### src/sv/tsme_pkg.sv
// Shared types and constants of the trailed source model evaluator.
`timescale 1ns / 1ps
`default_nettype none

package tsme_pkg;

  // Default number of table intervals over zero to eight sigma.
  localparam int TSME_ERF_ENTRIES_DEF = 256;

  // Table values are Q.30 and never exceed 1.0, so 31 bits hold them.
  localparam int TAB_W = 31;
  localparam logic [63:0] QONE = 64'd1073741824;
  localparam logic [63:0] SIMPSON_GAIN = 64'd1142296032;

  // Offsets in sigma units are Q.16 below eight; one more bit marks saturation.
  localparam int U_QBITS = 19;
  localparam int U_BITS = U_QBITS + 1;

  // Rotated offsets and the numerators of the sigma-unit divisions.
  localparam int OFS_W = 37;
  localparam int U_NUM_W = OFS_W + 16;
  localparam int SIGMA_W = 24;
  localparam int LEN_W = 31;

  // Final scaling division: quotient saturates at 2^31.
  localparam int MAG_QBITS = 31;
  localparam int MAG_NUM_W = 65;
  localparam int MAG_DEN_W = LEN_W + 14;

  // Register stages from an accepted beat to its result strobe.
  localparam int TSME_LATENCY = 4 + (1 + U_QBITS) + 4 + 3 + (1 + MAG_QBITS) + 1;

  // Configuration register indexes.
  typedef enum logic [2:0] {
    REG_CENTER_X       = 3'd0,
    REG_CENTER_Y       = 3'd1,
    REG_FLUX_AMPLITUDE = 3'd2,
    REG_TRAIL_LENGTH   = 3'd3,
    REG_COS_ANGLE      = 3'd4,
    REG_SIN_ANGLE      = 3'd5,
    REG_PSF_SIGMA      = 3'd6
  } reg_idx_t;

endpackage

`default_nettype wire

### src/sv/tsme_udiv.sv
// Pipelined restoring divider with a saturating quotient, one bit per stage.
`timescale 1ns / 1ps
`default_nettype none

module tsme_udiv import tsme_pkg::*; #(
  parameter int NUM_W = 53,
  parameter int DEN_W = 24,
  parameter int Q_BITS = 19,
  parameter int SB_W = 1
) (
  input  wire logic              clk,
  input  wire logic              rst,
  input  wire logic              in_valid,
  input  wire logic [NUM_W-1:0]  in_num,
  input  wire logic [DEN_W-1:0]  in_den,
  input  wire logic [SB_W-1:0]   in_sb,
  output logic                   out_valid,
  output logic [Q_BITS:0]        out_quot,
  output logic [SB_W-1:0]        out_sb
);

  localparam int W = (NUM_W > DEN_W + Q_BITS) ? NUM_W : DEN_W + Q_BITS;

  logic [W-1:0]      rem  [0:Q_BITS];
  logic [DEN_W-1:0]  den  [0:Q_BITS];
  logic [Q_BITS-1:0] quot [0:Q_BITS];
  logic              sat  [0:Q_BITS];
  logic [SB_W-1:0]   sb   [0:Q_BITS];
  logic              vld  [0:Q_BITS];

  // Entry stage: a numerator at or above den * 2^Q_BITS saturates the quotient.
  always_ff @(posedge clk) begin
    if (rst) begin
      vld[0] <= 1'b0;
    end else begin
      vld[0] <= in_valid;
    end
    rem[0]  <= W'(in_num);
    den[0]  <= in_den;
    quot[0] <= '0;
    sat[0]  <= W'(in_num) >= (W'(in_den) << Q_BITS);
    sb[0]   <= in_sb;
  end

  // One quotient bit per stage, most significant first.
  for (genvar s = 1; s <= Q_BITS; s++) begin : g_step
    localparam int K = Q_BITS - s;
    logic [W-1:0] trial;
    logic         take;

    assign trial = W'(den[s-1]) << K;
    assign take  = rem[s-1] >= trial;

    always_ff @(posedge clk) begin
      if (rst) begin
        vld[s] <= 1'b0;
      end else begin
        vld[s] <= vld[s-1];
      end
      rem[s]     <= take ? rem[s-1] - trial : rem[s-1];
      quot[s]    <= quot[s-1] | (Q_BITS'(take) << K);
      den[s]     <= den[s-1];
      sat[s]     <= sat[s-1];
      sb[s]      <= sb[s-1];
    end
  end

  // A saturated quotient reads as exactly 2^Q_BITS.
  assign out_valid = vld[Q_BITS];
  assign out_sb    = sb[Q_BITS];
  assign out_quot  = sat[Q_BITS] ? ((Q_BITS + 1)'(1) << Q_BITS) : {1'b0, quot[Q_BITS]};

endmodule

`default_nettype wire

### config.mk
export PLATFORM = sky130hd
export DESIGN_NAME = tsme_udiv
export DESIGN_NICKNAME = d
export VERILOG_FILES = /design/src/sv/tsme_pkg.sv /design/src/sv/tsme_udiv.sv
export SDC_FILE = /design/constraint.sdc
export NUM_CORES = 2
export LEC_CHECK = 0
export BUFFER_PORTS_ARGS = -buffer_cell sky130_fd_sc_hd__buf_2
export CAP_MARGIN = 20
export CORE_MARGIN = 3
export CORE_UTILIZATION = 35
export CTS_BUF_LIST = sky130_fd_sc_hd__clkbuf_4
export DETAILED_ROUTE_END_ITERATION = 12
export PLACE_DENSITY_LB_ADDON = 0.25
export REMOVE_ABC_BUFFERS = 1
export SYNTH_ARGS = -nofsm -noshare
export SYNTH_HDL_FRONTEND = slang
export SYNTH_SLANG_ARGS = --single-unit
export TNS_END_PERCENT = 30
### constraint.sdc
create_clock -name clk -period 3.9 [get_ports clk]
set_input_delay 0.78 -clock clk [delete_from_list [all_inputs] [get_ports clk]]
set_output_delay 0.78 -clock clk [all_outputs]
set_load 0.005 [all_outputs]
## After elaboration in Yosys (flattened, before gate mapping)

Memory sizes are Yosys's and may differ from the RTL's.
Index checks and enable logic that the tools add are counted.

- Register bits: 0
- Bits in latches: 0
- RAM bits: 1980
- ROM bits: 0
- Input port bits: 81
- Logic and storage cells: 127
- Memories kept: 6

- Add/subtract/negate cells: 19
- Multipliers: 0
- Div/mod/pow operators: 0
- Order comparisons: 20
- Eq/ne operators: 0
- Shift-type cells: 0
- Muxes and demuxes: 43
- Bitwise logic cells: 39
- Reduce and logical (&&, ||, !) cells: 0

Memories:

| memory | depth | width | rd ports | clocked after Yosys merged registers in | wr ports | RTL line | source |
|---|---|---|---|---|---|---|---|
| rem | 20 | 53 | 19 | 0 | 20 | tsme_udiv.sv:24 | `logic [W-1:0] rem [0:Q_BITS];` |
| den | 20 | 24 | 19 | 0 | 20 | tsme_udiv.sv:25 | `logic [DEN_W-1:0] den [0:Q_BITS];` |
| quot | 20 | 19 | 20 | 0 | 20 | tsme_udiv.sv:26 | `logic [Q_BITS-1:0] quot [0:Q_BITS];` |
| sat | 20 | 1 | 20 | 0 | 20 | tsme_udiv.sv:27 | `logic sat [0:Q_BITS];` |
| sb | 20 | 1 | 20 | 0 | 20 | tsme_udiv.sv:28 | `logic [SB_W-1:0] sb [0:Q_BITS];` |
| vld | 20 | 1 | 20 | 0 | 20 | tsme_udiv.sv:29 | `logic vld [0:Q_BITS];` |

Operator list:

| cell | number |
|---|---|
| $mux 53 | 19 |
| $ge 53x24->1 | 1 |
| $ge 53x25->1 | 1 |
| $ge 53x26->1 | 1 |
| $ge 53x27->1 | 1 |
| $ge 53x28->1 | 1 |
| $ge 53x29->1 | 1 |
| $ge 53x30->1 | 1 |
| $ge 53x31->1 | 1 |
| $ge 53x32->1 | 1 |
| $ge 53x33->1 | 1 |
| $ge 53x34->1 | 1 |
| $ge 53x35->1 | 1 |
| $ge 53x36->1 | 1 |
| $ge 53x37->1 | 1 |
| $ge 53x38->1 | 1 |
| $ge 53x39->1 | 1 |
| $ge 53x40->1 | 1 |
| $ge 53x41->1 | 1 |
| $ge 53x42->1 | 1 |
| $ge 53x43->1 | 1 |
| $sub 53x24->53 | 1 |
| $sub 53x25->53 | 1 |
| $sub 53x26->53 | 1 |
| 38 further kinds | 79 |

## Longest topological paths before layout

- Depth in word-level cells: 3
- Depth in mapped cells: 17
- Mapped depth without buffers: 15

## Worst setup path after synthesis

No wires, ideal clock.

- Kind: register -> register
- Start point: memory rem[8][54] in the netlist's numbering
- End point: memory rem[9][1] in the netlist's numbering
- Library setup time: 129 ps
- Data arrival time: 3283 ps
- Data required time: 3771 ps
- Slack: 488 ps
- Stages on the path, launching flop included: 15
- Buffers on the path: 2
- Clock period less this slack: 3412 ps
- Cell sequence: dfxtp_1 -> inv_1 -> ha_1 -> inv_1 -> fa_1 -> a211oi_1 -> o21bai_1 -> a21oi_1 -> o21bai_1 -> a31oi_1 -> o21ai_0 -> a211oi_1 -> clkbuf_1 -> clkbuf_1 -> o21ai_0

RTL lines:

| element | RTL line |
|---|---|
| start, declared | tsme_udiv.sv:24 |

==> results.cfg <==
[route]
routedWlPerCell_um = 15.9
dr.pass1.iters = 5
postRouteAntennaNets = 0
viasPerCell = 4.86
first_iter_violations = 2159
vias = 55700
totalWireLength_um = 182000
drc = 0

[clocking]
htree_levels = 5
cts_tree = built
cts-buffers-inserted = 445
ctsRootBufferMaster = clkbuf_4
clockBufferDepth = 4
clock_sinks = 1713
clkTransAtPathRegs_ns = 0.06
clk_latency_ns = 1.34

[outcome]
status = complete, no violations

[grt]
antenna_found_initial = 2
gr-total-overflow = 0
grt_pass1_vias = 58300
grt_max_degree = 50
grt_pass1_wl_um = 290000
global_route.usage.total = 0.169

[critical_path]
worstSetupPathType = flip-flop to flip-flop
crit_path_max_incr_delay_ns = 0.44
start_kind = flip-flop
cp_data_arrival_time_ns = 4.84
critical_path.cell_chain = inv_1, ha_1, inv_1, fa_1, a211oi_1, o21ai_0, a311oi_1, buf_4, o31ai_2, a211oi_1, and3_1, a211o_1, nor2_4, nand4b_1, xnor2_1
critPathRequiredTime_ns = 5.05
worst-path-buf-inv = 3
cpLargestDelayFamily = compound AO/OA/AOI/OAI gates
cpMaxStageDelayCell = o21ai_0
critPathMaxFanout = 8
worstSetupEndpointType = flip-flop
ff2ff_setup_slack_ns = 0.21

[pwr]
power.density_nw_per_um2 = 776
ir_worst_vdd_v = 0.000342
leakagePower_nw = 37.3

[timing]
finClkSkew_ns = 0.103
fmax_ghz = 0.271
maxSlewViolCount = 0
setup_ws_ns = 0.206
period_share = 0.947
hold_viol_final = 0
layout_min_cycle_time_ns = 3.69
worstMarginPinSlew_ns = 1.05
setup_violations = 0
finalSetupTns_ns = 0
rsz0062_at_grt = true
maxSlewHeadroom = 0.284

[synthesis]
syn_avg_cell_area_um2 = 9.38
yosys_warnings = 0
ys_ff_latch = 1713
synth_cells = 7685
yosysSeqAreaShare = 0.476
syn_area_um2 = 72100
ys.flop_type = dfxtp_1
ys_async_sr_fraction = 0
synth_edf_count = 0
ys_types = 94

[layout]
fin_nets = 9033
seqCellArea_um2 = 34300
final_util = 0.414
multi_input_area_um2 = 35000
layout-drive-gt1-share = 0.131
fillers = 20200
areaGrowthSynthToFinish_pct = 17.0

[floorplanning]
start_util = 0.354
fp.dieW_um = 460
core_region_area_um2 = 204000
rows = 165
dieArea_um2 = 211000
io_pins = 103
fp.dieH_um = 460

[placed_design]
place_hpwl_um = 141000
place.gp.congestion = 1.00
port_buffers = 102
post-place-ws_ns = -0.179

[hold_path]
hold_class = primary input to flip-flop

[job]
drv_cap = 0
## Yosys cell counts (36+ instances only)
cell | number | area, um2
nor2_1 | 563 | 2110
a31oi_1 | 47 | 294
o21ai_0 | 432 | 2160
or4_1 | 46 | 345
nor4_1 | 130 | 813
or3_1 | 60 | 375
xnor2_1 | 322 | 2820
mux2_2 | 54 | 608
clkbuf_1 | 155 | 582
o21a_1 | 67 | 503
a21oi_1 | 591 | 2960
nor3_1 | 188 | 941
nand4_1 | 109 | 682
o21bai_1 | 53 | 398
nor2b_1 | 122 | 763
xor2_1 | 360 | 3150
nand2b_1 | 99 | 619
a211oi_1 | 36 | 270
o31ai_1 | 44 | 330
ha_1 | 480 | 6010
and3_1 | 51 | 319
inv_1 | 594 | 2230
a21o_1 | 225 | 1690
nand2_1 | 536 | 2010
nand3_1 | 130 | 651
dfxtp_1 | 1713 | 34300
## stage by stage
stage               hold WS [ns]  instance area, um2  power (mW)  std cells
floorplan                  0.310               71300        43.3       7502
global placement           0.310               77300        50.6      10500
detailed placement         0.312               77300        50.8      10500
CTS                      0.00165               84200        66.0      11400
global route              0.0422               84300        70.5      11400
finish                     0.201               84300        65.4      11500
## repair_timing
item	4_1_cts	5_1_grt
setup endpoints to repair	12	47
hold endpoints to repair	98	0
buffers inserted	0	1
pin swaps	0	2
hold buffers	158	0
gates resized for setup	2	16
## final cells by class
class | instances | area share
flip-flops and latches | 1713 | 0.407
inverters | 599 | 0.0267
repair buffers | 505 | 0.0480
multi-input cells | 5190 | 0.415
clock buffers | 615 | 0.0548
diodes | 11 | 0.000326
well taps | 2672 | 0.0396
clock inverters | 146 | 0.00878
## where the power goes
part / internal [mW] / leakage [nW] / switching (mW) / total, mW
logic: 11.6 / 19.7 / 14.5 / 26.2
registers: 21.7 / 14.4 / 2.99 / 24.7
clock network: 7.63 / 3.18 / 6.91 / 14.5
## worst paths after layout
path,startpoint,end,cells past startpoint
worst max-delay path,rem[6][58],rem[7][42],15
worst min-delay path,in_num[14],rem[0][14],2
worst max register to register,rem[6][58],rem[7][42],15
worst min register to register,den[13][6],den[14][6],0
## routing by layer
layer  part of all wire  global-route usage  wire (um)
met3              0.034              0.0297       6200
met1               0.36               0.151      64600
met5                  0                   0          0
met4              0.077               0.130      14000
met2               0.53               0.331      96900
## worst register-to-register path: stages (launching register included)
cell and delay [ns]:
dfxtp_1 0.34, inv_1 0.05, ha_1 0.18, inv_1 0.07
fa_1 0.24, a211oi_1 0.10, o21ai_0 0.44, a311oi_1 0.21
buf_4 0.19, o31ai_2 0.44, a211oi_1 0.17, and3_1 0.24
a211o_1 0.39, nor2_4 0.19, nand4b_1 0.14, xnor2_1 0.16
## sequential cells by signal, indices dropped and copies added, names as in the netlist
register,count
sb,20
sat,20
vld,20
rem,1007
den,456
quot,190
## placed cells by master (no fill, tap or decap), drive strengths merged, types with 132 or more instances in the layout
master / instances
a21o: 226
a21oi: 591
buf: 347
clkbuf: 615
clkinv: 134
dfxtp: 1713
dlygate4sd3: 158
ha: 480
inv: 603
nand2: 536
nor2: 566
nor3: 192
nor4: 132
o21ai: 436
xnor2: 322
xor2: 360
## kinds of logic (layout without fill, tap and decap cells)
family,after synthesis,count (layout),synth area share
other,0,11,0
adders and majority gates,498,498,0.0883
muxes,56,56,0.00872
buffers and inverters,782,1865,0.0413
xor gates and xnor gates,682,682,0.0829
DFF,1713,1713,0.476
and+or+nand+nor,2230,2230,0.156
AOI/OAI and AO/OA,1724,1724,0.147
No activity file was read; power rests on OpenSTA's default activity.
